--- src/lcm_pkg.sv ---
// ----------------------------------------------------------------------------
// LCM accumulator package
// Widths, sequencer states, datapath operation codes and the status word
// shared by the sequencer and the datapath.
// ----------------------------------------------------------------------------
package lcm_pkg;

    // Field and datapath widths.
    localparam int PERIOD_BITS = 16;
    localparam int RESULT_BITS = 32;
    localparam int PROD_BITS   = RESULT_BITS + PERIOD_BITS;
    localparam int SHIFT_BITS  = $clog2(PERIOD_BITS);
    localparam int COUNT_BITS  = $clog2(PERIOD_BITS);

    // Last step of the divide and multiply loops.
    localparam logic [COUNT_BITS-1:0] COUNT_LAST = COUNT_BITS'(PERIOD_BITS - 1);

    // Sequencer states.
    typedef enum logic [2:0] {
        ST_IDLE,
        ST_TWOS,
        ST_GCD,
        ST_DIV,
        ST_MUL,
        ST_DONE
    } lcm_state_t;

    // Operation applied by the datapath in the current cycle.
    typedef enum logic [2:0] {
        OP_HOLD,
        OP_LOAD,
        OP_TWOS,
        OP_GCD,
        OP_DIV,
        OP_MUL,
        OP_EMIT
    } lcm_op_t;

    // Status returned from the datapath to the sequencer.
    typedef struct packed {
        logic skip;       // set already saturated, no arithmetic needed
        logic odd_found;  // one gcd operand is odd
        logic equal;      // gcd operands have met
        logic last;       // final step of a divide or multiply pass
        logic out_free;   // output register can take a word this cycle
    } lcm_status_t;

endpackage

--- src/lcm_if.sv ---
// ----------------------------------------------------------------------------
// LCM accumulator channels
// Valid/ready channels for the period words and the hyperperiod words.
// ----------------------------------------------------------------------------
interface lcm_in_if;
    logic                               valid;
    logic                               ready;
    logic [lcm_pkg::PERIOD_BITS-1:0]    period;
    logic                               first_of_set;

    modport source (output valid, output period, output first_of_set, input ready);
    modport sink   (input valid, input period, input first_of_set, output ready);
endinterface

interface lcm_out_if;
    logic                               valid;
    logic                               ready;
    logic [lcm_pkg::RESULT_BITS-1:0]    hyperperiod;
    logic                               overflowed;

    modport source (output valid, output hyperperiod, output overflowed, input ready);
    modport sink   (input valid, input hyperperiod, input overflowed, output ready);
endinterface

--- src/lcm_ctrl.sv ---
// ----------------------------------------------------------------------------
// LCM accumulator sequencer
// Steps the shared datapath through the binary gcd, the restoring divide
// and the shift-add multiply for one period word.
// ----------------------------------------------------------------------------
module lcm_ctrl
(
    input  logic                 clk,
    input  logic                 rst_n,
    input  logic                 in_valid,
    input  lcm_pkg::lcm_status_t status,
    output logic                 in_ready,
    output lcm_pkg::lcm_op_t     op
);

    lcm_pkg::lcm_state_t state_reg;
    lcm_pkg::lcm_state_t state_next;

    // State register.
    always_ff @(posedge clk or negedge rst_n)
    begin
        if (!rst_n)
        begin
            state_reg <= lcm_pkg::ST_IDLE;
        end
        else
        begin
            state_reg <= state_next;
        end
    end

    // Next state.
    always_comb
    begin
        state_next = state_reg;
        unique case (state_reg)
            lcm_pkg::ST_IDLE:
            begin
                if (in_valid)
                begin
                    state_next = status.skip ? lcm_pkg::ST_DONE : lcm_pkg::ST_TWOS;
                end
            end
            lcm_pkg::ST_TWOS:
            begin
                if (status.odd_found)
                begin
                    state_next = lcm_pkg::ST_GCD;
                end
            end
            lcm_pkg::ST_GCD:
            begin
                if (status.equal)
                begin
                    state_next = lcm_pkg::ST_DIV;
                end
            end
            lcm_pkg::ST_DIV:
            begin
                if (status.last)
                begin
                    state_next = lcm_pkg::ST_MUL;
                end
            end
            lcm_pkg::ST_MUL:
            begin
                if (status.last)
                begin
                    state_next = lcm_pkg::ST_DONE;
                end
            end
            lcm_pkg::ST_DONE:
            begin
                if (status.out_free)
                begin
                    state_next = lcm_pkg::ST_IDLE;
                end
            end
            default:
            begin
                state_next = lcm_pkg::ST_IDLE;
            end
        endcase
    end

    // Outputs: handshake and datapath operation.
    always_comb
    begin
        in_ready = 1'b0;
        op       = lcm_pkg::OP_HOLD;
        unique case (state_reg)
            lcm_pkg::ST_IDLE:
            begin
                in_ready = 1'b1;
                op       = in_valid ? lcm_pkg::OP_LOAD : lcm_pkg::OP_HOLD;
            end
            lcm_pkg::ST_TWOS: op = lcm_pkg::OP_TWOS;
            lcm_pkg::ST_GCD:  op = lcm_pkg::OP_GCD;
            lcm_pkg::ST_DIV:  op = lcm_pkg::OP_DIV;
            lcm_pkg::ST_MUL:  op = lcm_pkg::OP_MUL;
            lcm_pkg::ST_DONE:
            begin
                op = status.out_free ? lcm_pkg::OP_EMIT : lcm_pkg::OP_HOLD;
            end
            default:
            begin
                op = lcm_pkg::OP_HOLD;
            end
        endcase
    end

endmodule

--- src/lcm_dp.sv ---
// ----------------------------------------------------------------------------
// LCM accumulator datapath
// Operand registers, the running value, one shared add/subtract unit and
// the output word register.
// ----------------------------------------------------------------------------
module lcm_dp
(
    input  logic                              clk,
    input  logic                              rst_n,
    input  lcm_pkg::lcm_op_t                  op,
    input  logic [lcm_pkg::PERIOD_BITS-1:0]   period,
    input  logic                              first_of_set,
    output lcm_pkg::lcm_status_t              status,
    lcm_out_if.source                         result
);

    localparam int PB = lcm_pkg::PERIOD_BITS;
    localparam int RB = lcm_pkg::RESULT_BITS;
    localparam int PW = lcm_pkg::PROD_BITS;

    // Architectural state and output word.
    logic [RB-1:0]                     run_reg, run_next;
    logic                              ovf_reg, ovf_next;
    logic                              out_valid_reg, out_valid_next;
    logic [RB-1:0]                     out_hyp_reg, out_hyp_next;
    logic                              out_ovf_reg, out_ovf_next;

    // Working registers.
    logic [PB-1:0]                     p_reg, p_next;
    logic [RB-1:0]                     a_reg, a_next;
    logic [RB-1:0]                     b_reg, b_next;
    logic [lcm_pkg::SHIFT_BITS-1:0]    k_reg, k_next;
    logic [PB-1:0]                     gd_reg, gd_next;
    logic [PB-1:0]                     rem_reg, rem_next;
    logic [PB-1:0]                     quo_reg, quo_next;
    logic [PW-1:0]                     acc_reg, acc_next;
    logic [lcm_pkg::COUNT_BITS-1:0]    cnt_reg, cnt_next;

    // Shared adder operands and result.
    logic [PW-1:0]                     add_x;
    logic [PW-1:0]                     add_y;
    logic                              add_sub;
    logic [PW:0]                       add_sum;
    logic                              add_carry;
    logic [PB:0]                       rem_shift;
    logic [PB-1:0]                     p_load;

    assign rem_shift = {rem_reg, quo_reg[PB-1]};
    assign p_load    = (period == '0) ? PB'(1) : period;

    // Status towards the sequencer.
    assign status.skip      = ovf_reg & ~first_of_set;
    assign status.odd_found = a_reg[0] | b_reg[0];
    assign status.equal     = (a_reg == b_reg);
    assign status.last      = (cnt_reg == lcm_pkg::COUNT_LAST);
    assign status.out_free  = ~out_valid_reg | result.ready;

    // Output channel.
    assign result.valid       = out_valid_reg;
    assign result.hyperperiod = out_hyp_reg;
    assign result.overflowed  = out_ovf_reg;

    // Operand selection for the shared add/subtract unit.
    always_comb
    begin
        add_x   = '0;
        add_y   = '0;
        add_sub = 1'b0;
        unique case (op)
            lcm_pkg::OP_GCD:
            begin
                add_x   = PW'(a_reg);
                add_y   = PW'(b_reg);
                add_sub = 1'b1;
            end
            lcm_pkg::OP_DIV:
            begin
                add_x   = PW'(rem_shift);
                add_y   = PW'(gd_reg);
                add_sub = 1'b1;
            end
            lcm_pkg::OP_MUL:
            begin
                add_x   = {acc_reg[PW-2:0], 1'b0};
                add_y   = quo_reg[PB-1] ? PW'(run_reg) : '0;
                add_sub = 1'b0;
            end
            default:
            begin
                add_x   = '0;
                add_y   = '0;
                add_sub = 1'b0;
            end
        endcase
    end

    // A carry out on subtraction means no borrow, so x >= y.
    assign add_sum   = {1'b0, add_x} + {1'b0, add_y ^ {PW{add_sub}}} + (PW + 1)'(add_sub);
    assign add_carry = add_sum[PW];

    // Next-state logic for all datapath registers.
    always_comb
    begin
        run_next   = run_reg;
        ovf_next   = ovf_reg;
        p_next     = p_reg;
        a_next     = a_reg;
        b_next     = b_reg;
        k_next     = k_reg;
        gd_next    = gd_reg;
        rem_next   = rem_reg;
        quo_next   = quo_reg;
        acc_next   = acc_reg;
        cnt_next   = cnt_reg;

        // The output word clears once taken unless a new one is loaded.
        out_valid_next = out_valid_reg & ~result.ready;
        out_hyp_next   = out_hyp_reg;
        out_ovf_next   = out_ovf_reg;

        unique case (op)
            lcm_pkg::OP_HOLD:
            begin
            end
            lcm_pkg::OP_LOAD:
            begin
                // A new set restarts the running value before this period.
                p_next = p_load;
                a_next = RB'(p_load);
                b_next = first_of_set ? RB'(1) : run_reg;
                k_next = '0;
                if (first_of_set)
                begin
                    run_next = RB'(1);
                    ovf_next = 1'b0;
                end
            end
            lcm_pkg::OP_TWOS:
            begin
                // Strip the factors of two common to both operands.
                if (!a_reg[0] && !b_reg[0])
                begin
                    a_next = a_reg >> 1;
                    b_next = b_reg >> 1;
                    k_next = k_reg + 1'b1;
                end
            end
            lcm_pkg::OP_GCD:
            begin
                // One binary gcd step; on a match, set up the divide.
                priority if (a_reg == b_reg)
                begin
                    gd_next  = a_reg[PB-1:0] << k_reg;
                    rem_next = '0;
                    quo_next = p_reg;
                    cnt_next = '0;
                end
                else if (!a_reg[0])
                begin
                    a_next = a_reg >> 1;
                end
                else if (!b_reg[0])
                begin
                    b_next = b_reg >> 1;
                end
                else if (add_carry)
                begin
                    a_next = add_sum[RB-1:0] >> 1;
                end
                else
                begin
                    a_next = b_reg;
                    b_next = a_reg;
                end
            end
            lcm_pkg::OP_DIV:
            begin
                // Restoring divide, one quotient bit per cycle.
                rem_next = add_carry ? add_sum[PB-1:0] : rem_shift[PB-1:0];
                quo_next = {quo_reg[PB-2:0], add_carry};
                cnt_next = cnt_reg + 1'b1;
                if (status.last)
                begin
                    acc_next = '0;
                    cnt_next = '0;
                end
            end
            lcm_pkg::OP_MUL:
            begin
                // Shift-add multiply, quotient bits taken from the top.
                acc_next = add_sum[PW-1:0];
                quo_next = quo_reg << 1;
                cnt_next = cnt_reg + 1'b1;
                if (status.last)
                begin
                    if (add_sum[PW-1:RB] != '0)
                    begin
                        run_next = '1;
                        ovf_next = 1'b1;
                    end
                    else
                    begin
                        run_next = add_sum[RB-1:0];
                    end
                end
            end
            lcm_pkg::OP_EMIT:
            begin
                out_valid_next = 1'b1;
                out_hyp_next   = run_reg;
                out_ovf_next   = ovf_reg;
            end
            default:
            begin
            end
        endcase
    end

    // Control and architectural state.
    always_ff @(posedge clk or negedge rst_n)
    begin
        if (!rst_n)
        begin
            run_reg       <= RB'(1);
            ovf_reg       <= 1'b0;
            out_valid_reg <= 1'b0;
        end
        else
        begin
            run_reg       <= run_next;
            ovf_reg       <= ovf_next;
            out_valid_reg <= out_valid_next;
        end
    end

    // Payload and working registers.
    always_ff @(posedge clk)
    begin
        p_reg       <= p_next;
        a_reg       <= a_next;
        b_reg       <= b_next;
        k_reg       <= k_next;
        gd_reg      <= gd_next;
        rem_reg     <= rem_next;
        quo_reg     <= quo_next;
        acc_reg     <= acc_next;
        cnt_reg     <= cnt_next;
        out_hyp_reg <= out_hyp_next;
        out_ovf_reg <= out_ovf_next;
    end

endmodule

--- src/running_lcm_of_periods_unit.sv ---
// From acceptance to a valid output word the block strips common twos, runs the binary gcd loop
// (one shift, subtract or swap per step), the restoring divide and the shift-add multiply, and
// then loads the output register. A new period word is taken only once the previous word is in
// the output register, which waits while the output register is full and its word not taken.
// A saturated set skips the arithmetic and its word goes straight to the output register.
// Reset sets the running value to 1 and clears the overflow flag and the output valid flag.
// ----------------------------------------------------------------------------
// Running LCM of periods
// Keeps the least common multiple of a set of task periods and reports the
// saturated hyperperiod with a sticky overflow flag after every period.
// ----------------------------------------------------------------------------
module running_lcm_of_periods_unit
(
    input  logic       clk,
    input  logic       rst_n,
    lcm_in_if.sink     item,
    lcm_out_if.source  result
);

    lcm_pkg::lcm_op_t     op;
    lcm_pkg::lcm_status_t status;
    logic                 in_ready;

    assign item.ready = in_ready;

    // Sequencer.
    lcm_ctrl u_ctrl
    (
        .clk      (clk),
        .rst_n    (rst_n),
        .in_valid (item.valid),
        .status   (status),
        .in_ready (in_ready),
        .op       (op)
    );

    // Datapath with the shared arithmetic unit.
    lcm_dp u_dp
    (
        .clk          (clk),
        .rst_n        (rst_n),
        .op           (op),
        .period       (item.period),
        .first_of_set (item.first_of_set),
        .status       (status),
        .result       (result)
    );

endmodule

--- src/flat_wrapper.sv ---
// flat-port wrapper written by rule: the top's interface ports become plain ports
module running_lcm_of_periods_unit_flat 
  (clk, rst_n, item_valid, item_period, item_first_of_set, item_ready, result_valid, result_hyperperiod, result_overflowed, result_ready);
  lcm_in_if item_i ();
  lcm_out_if result_i ();
  input  logic clk;
  input  logic rst_n;
  input wire logic [$bits(item_i.valid)-1:0] item_valid;
  input wire logic [$bits(item_i.period)-1:0] item_period;
  input wire logic [$bits(item_i.first_of_set)-1:0] item_first_of_set;
  output wire logic [$bits(item_i.ready)-1:0] item_ready;
  output wire logic [$bits(result_i.valid)-1:0] result_valid;
  output wire logic [$bits(result_i.hyperperiod)-1:0] result_hyperperiod;
  output wire logic [$bits(result_i.overflowed)-1:0] result_overflowed;
  input wire logic [$bits(result_i.ready)-1:0] result_ready;
  assign item_i.valid = item_valid;
  assign item_i.period = item_period;
  assign item_i.first_of_set = item_first_of_set;
  assign item_ready = item_i.ready;
  assign result_valid = result_i.valid;
  assign result_hyperperiod = result_i.hyperperiod;
  assign result_overflowed = result_i.overflowed;
  assign result_i.ready = result_ready;
  running_lcm_of_periods_unit u_core (.clk(clk), .rst_n(rst_n), .item(item_i), .result(result_i));
endmodule
--- config.mk ---
export PLATFORM = sky130hd
export DESIGN_NAME = running_lcm_of_periods_unit_flat
export DESIGN_NICKNAME = d
export VERILOG_FILES = /design/src/lcm_pkg.sv /design/src/lcm_if.sv /design/src/lcm_ctrl.sv /design/src/lcm_dp.sv /design/src/running_lcm_of_periods_unit.sv /design/src/flat_wrapper.sv
export SDC_FILE = /design/constraint.sdc
export NUM_CORES = 1
export LEC_CHECK = 0
export ABC_CLOCK_PERIOD_IN_PS = 11850
export BUFFER_PORTS_ARGS = -buffer_cell sky130_fd_sc_hd__buf_4
export CELL_PAD_IN_SITES_DETAIL_PLACEMENT = 1
export CELL_PAD_IN_SITES_GLOBAL_PLACEMENT = 1
export CORE_ASPECT_RATIO = 0.7
export CORE_MARGIN = 2
export CORE_UTILIZATION = 54
export CTS_CLUSTER_DIAMETER = 150
export DETAILED_ROUTE_END_ITERATION = 8
export PLACE_DENSITY = 0.89
export REMOVE_ABC_BUFFERS = 1
export SETUP_SLACK_MARGIN = 0.15
export SYNTH_ARGS = -nofsm -noshare
export SYNTH_HDL_FRONTEND = slang
export SYNTH_SLANG_ARGS = --single-unit
--- constraint.sdc ---
create_clock -name clk -period 11.85 [get_ports clk]
set_clock_uncertainty 0.2 [all_clocks]
set_input_delay 1.185 -clock clk [delete_from_list [all_inputs] [get_ports clk]]
set_output_delay 1.185 -clock clk [all_outputs]
set_load 0.005 [all_outputs]
# ---- Word-level counts from Yosys, hierarchy flattened
# Index checks and enable logic that the tools add are counted.
dict set report word_totals {
  input_bits 21
  regBits 253
  output_inout_bits 35
  wordCells 134
}
dict set report op_classes {
  n_reduce_logical 25
  shifts 1
  muxes 50
  n_eq_ne 29
  bitwise 8
  addsub 4
}
# op count
set op_table {}
lappend op_table {{2-to-1 mux 32 bit} 14}
lappend op_table {{one-hot mux 32 bit (3 select lines)} 3}
lappend op_table {{one-hot mux 48 bit (3 select lines)} 1}
lappend op_table {{one-hot mux 47 bit (2 select lines)} 1}
lappend op_table {{2-to-1 mux 16 bit} 4}
lappend op_table {{one-hot mux 32 bit (2 select lines)} 1}
lappend op_table {{adder 48 x 48 -> 49 bit} 1}
lappend op_table {{adder 49 x 1 -> 49 bit} 1}
lappend op_table {{one-hot mux 16 bit (3 select lines)} 1}
lappend op_table {{XOR 48 bit} 1}
lappend op_table {{2-to-1 mux 47 bit} 1}
lappend op_table {{one-hot mux 3 bit (6 select lines)} 2}
lappend op_table {{equality test 32 bit} 1}
lappend op_table {{one-hot mux 16 bit (2 select lines)} 1}
lappend op_table {{2-to-1 mux 3 bit} 8}
lappend op_table {{logical NOT 16 bit} 1}
lappend op_table {{nonzero test 16 bit} 1}
lappend op_table {{<< shifter 16 x 4 -> 16 bit} 1}
lappend op_table {{equality test 3 bit (second input constant)} 5}
lappend op_table {{!= test 2 x 1 -> 1 bit (second input constant)} 7}
lappend op_table {{!= test 2 bit (second input constant)} 7}
lappend op_table {{equality test 3 x 2 -> 1 bit (second input constant)} 4}
lappend op_table {{2-to-1 mux 4 bit} 3}
lappend op_table {{one-hot mux 4 bit (3 select lines)} 1}
lappend op_table {{other kinds (21)} 46}

# ---- Logic depth before layout (Yosys ltp)
dict set report logic_depth {
  depth_word 15
  ltp_mapped 20
  mapped_depth_nobuf 17
}

# ---- Cells and area by module
# A second synthesis with hierarchy kept.
dict set report unflattened {
  cells_unflattened 1648
  area_unflattened_um2 16069.2
}
# module area_per_inst_um2 cells_per_inst n_inst seq_area_each_um2
set by_module_without_submodules {}
lappend by_module_without_submodules {lcm_dp 15798.9 1619 1 7338.3}
lappend by_module_without_submodules {lcm_ctrl 270.3 29 1 75.1}

# ---- Least setup slack after synthesis
# Ideal clock, no wire load.
dict set report synth_path {
  path_type {register to register}
  from {reg u_core.u_ctrl.state_reg[2]}
  to {reg u_core.u_dp.b_reg[10], enable pin}
  required_time_ns 11.183
  arrival_time_ns 6.026
  synth_period_minus_slack_ns 6.693
  path_buffers 6
  setup_ns 0.467
  path_stages_with_launch 18
  setup_slack_ns 5.157
  path_cell_list {dfrtp_1 -> buf_4 -> nand2b_1 -> buf_4 -> inv_4 -> clkbuf_1 -> clkbuf_1 -> a22o_1 -> ha_1 -> clkbuf_1 -> o21ai_0 -> nor2_1 -> nor3b_2 -> a22oi_4 -> a311o_2 -> a41o_1 -> buf_2 -> a21boi_0}
}
dict set report synth_via {
  elab_chain_cells 10
  elab_cells_between_ends 25
  classes_between {2 x add/sub; 14 x eq/ne; 4 x mux; 1 x bitwise; 4 x reduce/logical}
}
# item line_no
set synth_rtl {}
lappend synth_rtl {{start: declaration} lcm_ctrl.sv:16} ;# lcm_pkg::lcm_state_t state_reg;
lappend synth_rtl {{start signal: assignment} lcm_ctrl.sv:24} ;# state_reg <= lcm_pkg::ST_IDLE;
lappend synth_rtl {{start signal: assignment} lcm_ctrl.sv:28} ;# state_reg <= state_next;
lappend synth_rtl {{equality test 3 bit (tied with other cells)} lcm_ctrl.sv:91} ;# unique case (state_reg)
lappend synth_rtl {{one-hot mux 3 bit (6 select lines) *} lcm_ctrl.sv:91}
lappend synth_rtl {{equality test 3 bit or equality test 3 x 2 -> 1 bit (tied branches)} {lcm_dp.sv:69, lcm_dp.sv:121}}
lappend synth_rtl {{OR reduction 2 bit (no source line)} n/a}
lappend synth_rtl {{2-to-1 mux 1 bit} lcm_dp.sv:69} ;# unique case (op)
lappend synth_rtl {{XOR 48 bit} lcm_dp.sv:98} ;# assign add_sum = {1'b0, add_x} + {1'b0, add_y ^ {PW{add_sub}}} + (PW + 1)'(add_sub);
lappend synth_rtl {{adder 48 x 48 -> 49 bit} lcm_dp.sv:98}
lappend synth_rtl {{adder 49 x 1 -> 49 bit} lcm_dp.sv:98}
lappend synth_rtl {{!= test 3 bit (no source line)} n/a}
lappend synth_rtl {{AND reduction 5 bit (no source line) *} n/a}
lappend synth_rtl {{end signal: assignment} lcm_dp.sv:241} ;# b_reg <= b_next;
lappend synth_rtl {{end: declaration} lcm_dp.sv:31} ;# logic [RB-1:0] b_reg, b_next;
# Every way passes the cells marked *; elsewhere a longest branch is shown, timed or not.
# A chain may end at the register's enable or synchronous reset.

# ---- Worst setup path in the final report
dict set report layout_path {
  from {reg u_core.u_ctrl.state_reg[2]}
  to {reg u_core.u_dp.run_reg[24]}
}
dict set report layout_via {
  elab_chain_cells 12
  elab_cells_between_ends 25
  classes_between {2 x add/sub; 10 x eq/ne; 7 x mux; 1 x bitwise; 5 x reduce/logical}
}
# item line_no
set layout_rtl {}
lappend layout_rtl {{equality test 3 bit (tied with other cells)} lcm_ctrl.sv:91}
lappend layout_rtl {{one-hot mux 3 bit (6 select lines) *} lcm_ctrl.sv:91}
lappend layout_rtl {{equality test 3 bit or equality test 3 x 2 -> 1 bit (tied branches)} lcm_dp.sv:69}
lappend layout_rtl {{OR reduction 2 bit (no source line)} n/a}
lappend layout_rtl {{2-to-1 mux 1 bit} lcm_dp.sv:69}
lappend layout_rtl {{XOR 48 bit} lcm_dp.sv:98}
lappend layout_rtl {{adder 48 x 48 -> 49 bit} lcm_dp.sv:98}
lappend layout_rtl {{adder 49 x 1 -> 49 bit} lcm_dp.sv:98}
lappend layout_rtl {{nonzero test 16 bit} lcm_dp.sv:196} ;# if (add_sum[PW-1:RB] != '0)
lappend layout_rtl {{2-to-1 mux 32 bit} lcm_dp.sv:196}
lappend layout_rtl {{2-to-1 mux 32 bit} lcm_dp.sv:194} ;# if (status.last)
lappend layout_rtl {{one-hot mux 32 bit (2 select lines)} lcm_dp.sv:121} ;# unique case (op)
lappend layout_rtl {{end signal: assignment} lcm_dp.sv:230} ;# run_reg <= run_next;
lappend layout_rtl {{end: declaration} lcm_dp.sv:22} ;# logic [RB-1:0] run_reg, run_next;
# Every way passes the cells marked *; elsewhere a longest branch is shown, timed or not. The select of a mux whose other input is x is not followed.

==> results by group <==
Timing
  • Worst hold slack: roughly 0.32 ns
  • Slew Viols, Final: 0
  • Fmax: between 150 and 200 MHz
  • Share of the cycle needed by the critical path after routing: 0.518
  • Worst Max-Slew Pin Slew: 1.30 ns
  • RSZ-0062 raised after global routing: false
  • Post-Route Setup TNS: 0 ns
  • Final hold viol count: 0
  • # setup viols final: 0
  • Worst rel slew slack: 0.132
  • Minimum clock period: ~6.1 ns

Logic synthesis
  • Most common cell in the netlist: edfxtp_1
  • Post-Syn Area: around 16000 µm²
  • Share of the synthesized area in the top cell type: 0.404
  • Yosys top cell by area: edfxtp_1
  • Sequential-to-total area share from yosys stat: 0.462
  • Top_reg_cell synth: edfxtp_1
  • Netlist cell types: 95
  • Ys Warns: 0
  • Yosys reg bits: 253
  • Largest cells by area after synthesis: edfxtp_1 (40%), dfrtp_1 (5.6%), nand2_1 (4.2%), ha_1 (4.0%), o21ai_0 (3.7%)
  • Async SR Flop Fraction: 0.146
  • Number of synthesized flops with an enable pin: between 200 and 250
  • Synth Area per Inst: 9.87 µm²
  • Synth top cells by count: edfxtp_1 (216), nand2_1 (181), nor2_1 (148), o21ai_0 (120), a21oi_1 (115)
  • Mapped Cells: between 1500 and 2000

Detailed routing
  • DRT antenna net count: 0
  • Starting DRC count in detailed routing: 2007
  • Total Routed Length: 60.0 mm
  • First-pass DRT Iterations: 5
  • WL/cell: 29.8 µm
  • Routed vias/inst: 7.17
  • Remaining DRCs: 0
  • Vias: 14423

Critical path
  • Crit-path max FO: 36
  • Crit path kind: reg2reg
  • CP arrival: 6.35 ns
  • FF-to-FF setup slack: 5.71 ns
  • CP endpoint kind: register
  • CP required: 12.06 ns
  • CP Launch Type: register

Global route
  • Congestion Overflow GR: 0
  • Antenna violations before repair: 1
  • Met3 GRT Util: 0.0880
  • First-pass GRT wire length: 90.2 mm
  • Largest net degree at the start of global routing: 69
  • Vias in the first global route: between 10000 and 15000
  • GRT met1 Usage: 0.566
  • GR peak layer: met1
  • Met2 Track Usage GR: 0.563
  • Total track usage: 0.384

Placed design
  • Post-DP HPWL: 40.5 mm
  • I/O Buffers: between 50 and 60
  • GPL Wtd Cong: 0.968
  • Dpl cell area: 16700 µm²

Clocking
  • Htree depth: 1
  • CTS Sinks: 253
  • Worst skew pair latency: about 0.57 ns
  • TritonCTS Buffers: 26
  • Post_cts resized: 0
  • Max clock buf depth: 3
  • CTS tree: built
  • Clock slew at reported path FFs: 0.07 ns
  • Post-CTS Setup Bufs: 0
  • Clock root buffer: clkbuf_16
  • Post-CTS Hold Buffers: 0

Cells and area
  • Layout area overhead: 9.30%
  • Ant. Diodes: 0
  • Final net count: 1686
  • Max FFs per register: 47
  • Fin area: 17500 µm²
  • Share of cells above drive strength 1: 0.124

Outcome
  • Outcome: finished clean

Power
  • Cell Pwr Density: 308 nW/µm²
  • Leak: 6.57 nW
  • Final Total Pwr: between 5 and 6 mW
  • Worst VDD drop: 0.201 mV

Floorplanning
  • I/O pin count: 56
  • Die Span Y: ~150 µm
  • Initial Utilization: 0.552
  • Core area: 29100 µm²
  • Row Count: 52
  • Die X: 210 µm
  • Die area: 31100 µm²

Run
  • Total of max-cap violations: 0

Worst hold path
  • Min-delay worst type: reg2reg
==> worst max-delay path, cell delays in order, from the launching register on <==
cell and delay (ns):
dfrtp_1 0.96, nand2b_1 0.21, buf_4 0.41, nor2_1 0.26
buf_4 0.32, a22o_1 0.21, ha_1 0.43, nand4_1 0.16
or3_4 0.37, nor3_1 0.31, o21ai_2 0.14, o311ai_2 0.40
a21oi_1 0.14, xor2_1 0.37, nand4_4 0.29, nor3_4 0.17
buf_4 0.43, a31oi_1 0.16
==> layer usage <==
layer  up-vias  wire [µm]
li1       6037          -
met1      7134      25100
met2      1057      25300
met3       193       7450
met4         2       2100
met5         -         13
==> layout make-up <==
type | instances | area, µm²
clock buffer | 33 | 728
clock inverter | 15 | 164
fill | 3184 | 11500
inverter | 27 | 104
multi-input combinational | 1228 | 8090
sequential | 253 | 7410
tap | 378 | 473
timing repair buffer | 77 | 578
==> placed cells by master, fill, tap and decap left out, types with 27 or more instances in the layout <==
| master | count |
|---|---|
| mux2i_1 | 51 |
| a22o_1 | 36 |
| dfrtp_1 | 35 |
| ha_1 | 51 |
| a21oi_1 | 114 |
| xnor2_1 | 31 |
| a22oi_1 | 44 |
| clkbuf_16 | 27 |
| nor2_1 | 145 |
| a31oi_1 | 35 |
| nand2_1 | 180 |
| o21a_1 | 34 |
| xor2_1 | 43 |
| buf_4 | 77 |
| o21ai_0 | 117 |
| edfxtp_1 | 216 |
==> power by group <==
group	leakage, nW	internal (mW)	total (mW)	switching, mW
Sequential	2.53	1.41	1.81	0.396
Combinational	3.60	0.846	2.70	1.85
Clock	0.436	0.502	0.893	0.391
==> cell families (layout without fill, tap and decap cells) <==
group,count (synthesis),count (layout),synth area share
flip-flops,253,253,0.462
buffers and inverters,145,152,0.0403
adder cells (fa/ha/maj),52,52,0.0410
AO/OA/AOI/OAI,526,526,0.221
XOR/XNOR,74,74,0.0404
AND/OR/NAND/NOR,504,504,0.148
multiplexers,72,72,0.0479
==> per-stage QoR <==
step | worst slack, ns | instances | util
6_report | 5.71 | 2011 | 0.603
5_1_grt | 5.43 | 2011 | 0.603
4_1_cts | 5.88 | 2011 | 0.603
3_5_place_dp | 5.94 | 1963 | 0.573
3_3_place_gp | 6.19 | 1963 | 0.573
2_1_floorplan | 3.65 | 1508 | -
==> worst paths after layout <==
check / start / to / cells past startpoint
max reg2reg: u_core.u_ctrl.state_reg[2] / u_core.u_dp.run_reg[24] / 17
min reg2reg: u_core.u_dp.result.valid / u_core.u_dp.result.valid / 2
min in group asynchronous: rst_n / u_core.u_ctrl.state_reg[1] / 1
max: u_core.u_ctrl.state_reg[2] / u_core.u_dp.run_reg[24] / 17
min: u_core.u_dp.result.valid / u_core.u_dp.result.valid / 2
max in group asynchronous: rst_n / u_core.u_ctrl.state_reg[0] / 1
(Power assumes the default switching activity.)
